File: src/rtl/hvn_pkg.sv
// Shared constants and types of the heightmap vertex normal pipeline.
`timescale 1ns / 1ps
`default_nettype none

package hvn_pkg;

  localparam int HEIGHT_BITS = 8;
  localparam int FRAC_BITS   = 14;
  localparam int DIV_W       = 8;
  localparam int OUT_W       = 16;

  localparam logic [DIV_W-1:0] DIV_RESET = DIV_W'(10);

  localparam int DIFF_W  = HEIGHT_BITS + 1;
  localparam int SUM_W   = HEIGHT_BITS + 4;
  localparam int MAG_W   = HEIGHT_BITS + 3;
  localparam int CNT_W   = 3;
  localparam int SQ_W    = 2 * MAG_W;
  localparam int S_W     = SQ_W + 2;
  localparam int N_W     = FRAC_BITS + 1;
  localparam int T_SHIFT = 2 * FRAC_BITS + 2;
  localparam int R_W     = S_W + 2 * N_W + 3;
  localparam int B_W     = S_W + N_W + 2;

  localparam int FRONT_STAGES = 4;
  localparam int PIPE_DEPTH   = FRONT_STAGES + N_W + 1;

  typedef struct packed {
    logic [S_W-1:0]        s;
    logic signed [R_W-1:0] r0_x;
    logic signed [R_W-1:0] r0_y;
    logic signed [R_W-1:0] r0_z;
  } front_t;

  typedef struct packed {
    logic neg_x;
    logic neg_z;
    logic no_faces;
  } side_t;

endpackage

`default_nettype wire

File: src/rtl/hvn_front.sv
// Front stages: face sums, component magnitudes, squares and the start remainders.
`timescale 1ns / 1ps
`default_nettype none

module hvn_front import hvn_pkg::*; (
  input  logic                   clk_i,
  input  logic                   en_i,
  input  logic [DIV_W-1:0]       div_i,
  input  logic [HEIGHT_BITS-1:0] center_height_i,
  input  logic [HEIGHT_BITS-1:0] left_height_i,
  input  logic [HEIGHT_BITS-1:0] right_height_i,
  input  logic [HEIGHT_BITS-1:0] below_height_i,
  input  logic [HEIGHT_BITS-1:0] above_height_i,
  input  logic [HEIGHT_BITS-1:0] below_right_height_i,
  input  logic [HEIGHT_BITS-1:0] above_left_height_i,
  input  logic                   has_left_i,
  input  logic                   has_right_i,
  input  logic                   has_below_i,
  input  logic                   has_above_i,
  output front_t                 front_o,
  output side_t                  side_o
);

  function automatic logic signed [DIFF_W-1:0] hdiff(input logic [HEIGHT_BITS-1:0] a,
                                                     input logic [HEIGHT_BITS-1:0] b);
    return $signed({1'b0, a}) - $signed({1'b0, b});
  endfunction

  logic signed [SUM_W-1:0] sx_d, sz_d, sx_q, sz_q;
  logic [CNT_W-1:0]        cnt_d, cnt_q;

  always_comb begin
    logic signed [DIFF_W-1:0] d_vr, d_lv, d_lal, d_ala, d_va, d_bbr, d_bv, d_brr;
    logic f_ra, f_la, f_rb, f_lb;
    d_vr  = hdiff(center_height_i, right_height_i);
    d_lv  = hdiff(left_height_i, center_height_i);
    d_lal = hdiff(left_height_i, above_left_height_i);
    d_ala = hdiff(above_left_height_i, above_height_i);
    d_va  = hdiff(center_height_i, above_height_i);
    d_bbr = hdiff(below_height_i, below_right_height_i);
    d_bv  = hdiff(below_height_i, center_height_i);
    d_brr = hdiff(below_right_height_i, right_height_i);
    f_ra  = has_right_i & has_above_i;
    f_la  = has_left_i & has_above_i;
    f_rb  = has_right_i & has_below_i;
    f_lb  = has_left_i & has_below_i;
    sx_d  = '0;
    sz_d  = '0;
    if (f_ra) begin
      sx_d = sx_d + SUM_W'(d_vr);
      sz_d = sz_d + SUM_W'(d_va);
    end
    if (f_la) begin
      sx_d = sx_d + SUM_W'(d_lv) + SUM_W'(d_ala);
      sz_d = sz_d + SUM_W'(d_lal) + SUM_W'(d_va);
    end
    if (f_rb) begin
      sx_d = sx_d + SUM_W'(d_bbr) + SUM_W'(d_vr);
      sz_d = sz_d + SUM_W'(d_bv) + SUM_W'(d_brr);
    end
    if (f_lb) begin
      sx_d = sx_d + SUM_W'(d_lv);
      sz_d = sz_d + SUM_W'(d_bv);
    end
    cnt_d = CNT_W'(f_ra) + CNT_W'({f_la, 1'b0}) + CNT_W'({f_rb, 1'b0}) + CNT_W'(f_lb);
  end

  logic [DIV_W-1:0]             d_eff;
  logic [CNT_W+DIV_W-1:0]       ay_prod;
  logic [MAG_W-1:0]             ax_q, ay_q, az_q;
  logic                         neg_x2_q, neg_z2_q, nf2_q;
  logic [SQ_W-1:0]              sqx_q, sqy_q, sqz_q;
  logic                         neg_x3_q, neg_z3_q, nf3_q;
  logic [S_W-1:0]               s_sum;
  front_t                       front_q;
  side_t                        side_q;

  assign d_eff   = (div_i == '0) ? DIV_W'(1) : div_i;
  assign ay_prod = (CNT_W+DIV_W)'(cnt_q) * (CNT_W+DIV_W)'(d_eff);
  assign s_sum   = S_W'(sqx_q) + S_W'(sqy_q) + S_W'(sqz_q);

  always_ff @(posedge clk_i) begin
    if (en_i) begin
      sx_q     <= sx_d;
      sz_q     <= sz_d;
      cnt_q    <= cnt_d;

      ax_q     <= sx_q[SUM_W-1] ? MAG_W'(-sx_q) : MAG_W'(sx_q);
      az_q     <= sz_q[SUM_W-1] ? MAG_W'(-sz_q) : MAG_W'(sz_q);
      ay_q     <= MAG_W'(ay_prod);
      neg_x2_q <= sx_q[SUM_W-1];
      neg_z2_q <= sz_q[SUM_W-1];
      nf2_q    <= (cnt_q == '0);

      sqx_q    <= SQ_W'(ax_q) * SQ_W'(ax_q);
      sqy_q    <= SQ_W'(ay_q) * SQ_W'(ay_q);
      sqz_q    <= SQ_W'(az_q) * SQ_W'(az_q);
      neg_x3_q <= neg_x2_q;
      neg_z3_q <= neg_z2_q;
      nf3_q    <= nf2_q;

      front_q.s    <= s_sum;
      front_q.r0_x <= $signed(R_W'(sqx_q) << T_SHIFT) - $signed(R_W'(s_sum));
      front_q.r0_y <= $signed(R_W'(sqy_q) << T_SHIFT) - $signed(R_W'(s_sum));
      front_q.r0_z <= $signed(R_W'(sqz_q) << T_SHIFT) - $signed(R_W'(s_sum));
      side_q.neg_x    <= neg_x3_q;
      side_q.neg_z    <= neg_z3_q;
      side_q.no_faces <= nf3_q;
    end
  end

  assign front_o = front_q;
  assign side_o  = side_q;

endmodule

`default_nettype wire

File: config.mk
export PLATFORM = sky130hd
export DESIGN_NAME = hvn_front
export DESIGN_NICKNAME = d
export VERILOG_FILES = /design/src/rtl/hvn_pkg.sv /design/src/rtl/hvn_front.sv
export SDC_FILE = /design/constraint.sdc
export NUM_CORES = 1
export LEC_CHECK = 0
export BUFFER_PORTS_ARGS = -buffer_cell sky130_fd_sc_hd__buf_2
export CAP_MARGIN = 15
export CORE_UTILIZATION = 40
export CTS_BUF_LIST = sky130_fd_sc_hd__clkbuf_4 sky130_fd_sc_hd__clkbuf_8 sky130_fd_sc_hd__clkbuf_16
export CTS_CLUSTER_SIZE = 20
export DETAILED_ROUTE_END_ITERATION = 8
export PLACE_DENSITY_LB_ADDON = 0.08
export SLEW_MARGIN = 5
export SYNTH_ARGS = -nofsm -noshare
export SYNTH_HDL_FRONTEND = slang
export SYNTH_SLANG_ARGS = --single-unit
export TNS_END_PERCENT = 50
File: constraint.sdc
create_clock -name clk_i -period 14.2 [get_ports clk_i]
set_input_delay 1.42 -clock clk_i [delete_from_list [all_inputs] [get_ports clk_i]]
set_output_delay 1.42 -clock clk_i [all_outputs]
set_load 0.02 [all_outputs]
==> summary.md <==
| Metric | Value |
|---|---|
| N_diodes | `0` |
| Slew HR | `about a third` |
| Most used DFF post-synth | `edfxtp_1` |
| Number of H-tree levels | `1` |
| HP Class | `register to register` |
| CP required | `between 10 and 15 ns` |
| 1st-pass router iterations | `5` |
| Clk_skew | `0.0364 ns` |
| Max Freq | `between 0.1 and 0.15 GHz` |
| Clock transition at path regs | `about 0.060 ns` |
| Vias | `about 20000` |
| Ports | `268` |
| Root Buffer | `clkbuf_16` |
| Row Count | `97` |
| Synthesized area | `approximately 29000 um2` |
| Fillers | `slightly below 7000` |
| Synth unique cells | `77` |
| Count leader, synth | `inv_1` |
| Critical Path Sink Type | `register` |
| Post_cts resized | `0` |
| Cell family with most CP delay | `compound AO/OA/AOI/OAI gates` |
| TritonCTS clock tree | `done` |
| Area fraction of the dominant cell type after synthesis | `between 20% and 30%` |
| Tmin final | `7.80 ns` |
| Register area share after synthesis | `about a quarter` |
| Max-Cap Viols | `0` |
| Synth warnings | `0` |
| Crit Path Class | `input port to register` |
| Gr usage total | `roughly 19%` |
| Final Setup Violations | `0` |
| Routed len/inst | `roughly 17 um` |
| Initial antenna violation count | `1` |
| Largest net degree at the start of global routing | `around 120` |
| Nets | `between 3000 and 4000` |
| Final Wtd Congestion | `0.869` |
| Synth area leaders | `edfxtp_1 27%, fa_1 19%, ha_1 14%` |
| Setup TNS | `0 ns` |
| Initial DRC count | `about 920` |
| EDFF count, synth | `approximately 250` |
| Placeable Area | `slightly above 70000 um2` |
| Most used cell, CP | `ha_1` |
| Sink Count | `254` |
| CP bufs+invs | `4` |
| Slew @ Worst Pin | `about 1 ns` |
| Setup repair after global routing missed its margin | `false` |
| Clock Tree Buf Depth | `3` |
| DRC | `0` |
| Die width | `270 um` |
| WL final | `69400 um` |
| Crit-path slowest cell | `fa_1` |
| Vias per cell | `~5` |
| Number of port buffers | `around 270` |
| Cells after synthesis | `around 2900` |
| CP arrival | `8.16 ns` |
| Crit-path max cell delay | `approximately 0.51 ns` |
| Final clock period utilization by the worst path | `between 50% and 60%` |
| #FFs+latches synth | `254` |
| Die height | `~270 um` |
| Initial core utilization | `roughly two fifths` |
| Worst-Skew Late Latency | `slightly above 0.6 ns` |
| Post-CTS setup buffer count | `0` |
| Final hold viol count | `0` |
| Max Slew Vio Count | `0` |
| Dpl ws | `around 5.8 ns` |
| First-pass GRT wire length | `between 100000 and 150000 um` |
| Startpoint types | `input port` |
| Outcome | `completed` |
| Crit Path Max Fanout | `5` |
| Final WS setup | `6.40 ns` |
| Final antenna-violating net count | `0` |
| Post-DP HPWL | `just under 60000 um` |
| Number of global-route vias before repair | `~21000` |
| Die area | `about 73000 um2` |
| Avg Cell Area, Syn | `~10 um2` |
| Share of cells above drive strength 1 | `approximately an eighth` |
| Top cell type by total area after synthesis | `edfxtp_1` |
| Hold-fix buffers, CTS | `0` |
| Total grt overflow | `0` |
| Asr flop ratio synth | `0%` |
| Post-synth top cells | `416 x inv_1, 314 x ha_1, 273 x fa_1` |
| Total CTS buffers | `31` |
| Area growth syn-to-layout | `9.79%` |
-- flip-flops by register name, indices dropped and copies added, names as in the netlist --
| name | flops |
|---|---|
| neg_x3_q | 1 |
| ax_q | 11 |
| ay_q | 11 |
| cnt_q | 3 |
| sqx_q | 21 |
| sqy_q | 21 |
| sz_q | 12 |
| nf3_q | 1 |
| neg_x2_q | 1 |
| neg_z2_q | 1 |
| neg_z3_q | 1 |
| front_o | 122 |
| az_q | 11 |
| nf2_q | 1 |
| sqz_q | 21 |
| sx_q | 12 |
| side_o | 3 |
-- final timing paths --
| kind | startpoint | depth (start not counted) | to | slack [ns] |
|---|---|---|---|---|
| max | center_height_i[1] | 29 | sx_q[11] | 6.40 |
| max reg2reg | ax_q[2] | 18 | sqx_q[21] | 7.88 |
| min reg2reg | nf2_q | 0 | nf3_q | 0.42 |
| min | nf2_q | 0 | nf3_q | 0.42 |
-- worst register-to-register path, delay by kind of cell, from the launching register on --
family	cells	cell delay [ns]
adder cells (fa/ha/maj)	6	2.64
AO/OA/AOI/OAI	7	2.08
flip-flops	1	0.74
AND/OR/NAND/NOR	2	0.40
buffers and inverters	2	0.11
XOR/XNOR	1	0.10
-- per-stage QoR --
stage | hold WS [ns] | std cells | utilization [%] | cell area (um2)
4_1_cts | 0.419 | 3995 | 44.7 | 31500
3_5_place_dp | 0.406 | 3942 | 43.3 | 30500
2_1_floorplan | 0.400 | 2859 | - | 28700
6_report | 0.418 | 3995 | 44.7 | 31500
5_1_grt | 0.429 | 3995 | 44.7 | 31500
3_3_place_gp | 0.400 | 3942 | 43.3 | 30500
-- layout make-up --
cell class | count | area (um2) | share of cell area (%)
flip-flops and latches | 254 | 7630 | 24.2
clock buffers | 37 | 821 | 2.61
inverters | 418 | 1570 | 4.98
well taps | 940 | 1180 | 3.73
clock inverters | 16 | 173 | 0.548
multi-input cells | 2050 | 18700 | 59.3
repair buffers | 280 | 1440 | 4.58
-- cells in the final DEF (no fill, tap or decap), types with 8 or more instances in the layout --
cell type	netlist	layout
o21bai_1	28	28
nor2b_1	45	45
nor3b_1	9	9
and3_1	18	18
nand3b_1	9	9
nor2_1	141	141
ha_1	314	314
o211ai_1	10	10
or3_1	26	26
clkbuf_16	0	31
xor2_1	86	86
mux2_2	18	18
buf_2	3	266
inv_1	416	416
nand2b_1	35	35
a21o_1	56	56
edfxtp_1	254	254
a21oi_1	127	127
or2_2	15	15
a31oi_1	12	12
o21ai_0	78	78
buf_4	75	13
nand2_1	193	193
o41ai_1	11	11
nor4_1	15	15
a211oi_1	8	8
o21a_1	20	20
and2_1	122	122
xnor2_1	200	200
nand3_1	27	27
o31ai_1	17	17
nor3_1	42	42
fa_1	273	273
-- cells by family (layout without fill, tap and decap cells) --
family	Yosys count	after routing	share of synthesized area [%]
and+or+nand+nor	722	722	13.0
adders and majority gates	587	587	32.7
buffers and inverters	555	751	8.28
AOI/OAI and AO/OA	428	428	9.70
xor gates and xnor gates	287	287	8.81
DFF	254	254	26.6
muxes	23	23	0.881
other	2	3	0.0262
-- per-layer routing --
metal	wire, um	GRT usage [%]	part of all wire, %
met3	2970	2.76	4.3
met4	1490	4.19	2.1
met1	32400	26.0	47
met5	0	0	0
met2	32600	32.7	47
Power is left out: the tool's default activity adds up to more than one toggle a clock period on the data nets, which glitch-free logic cannot reach.
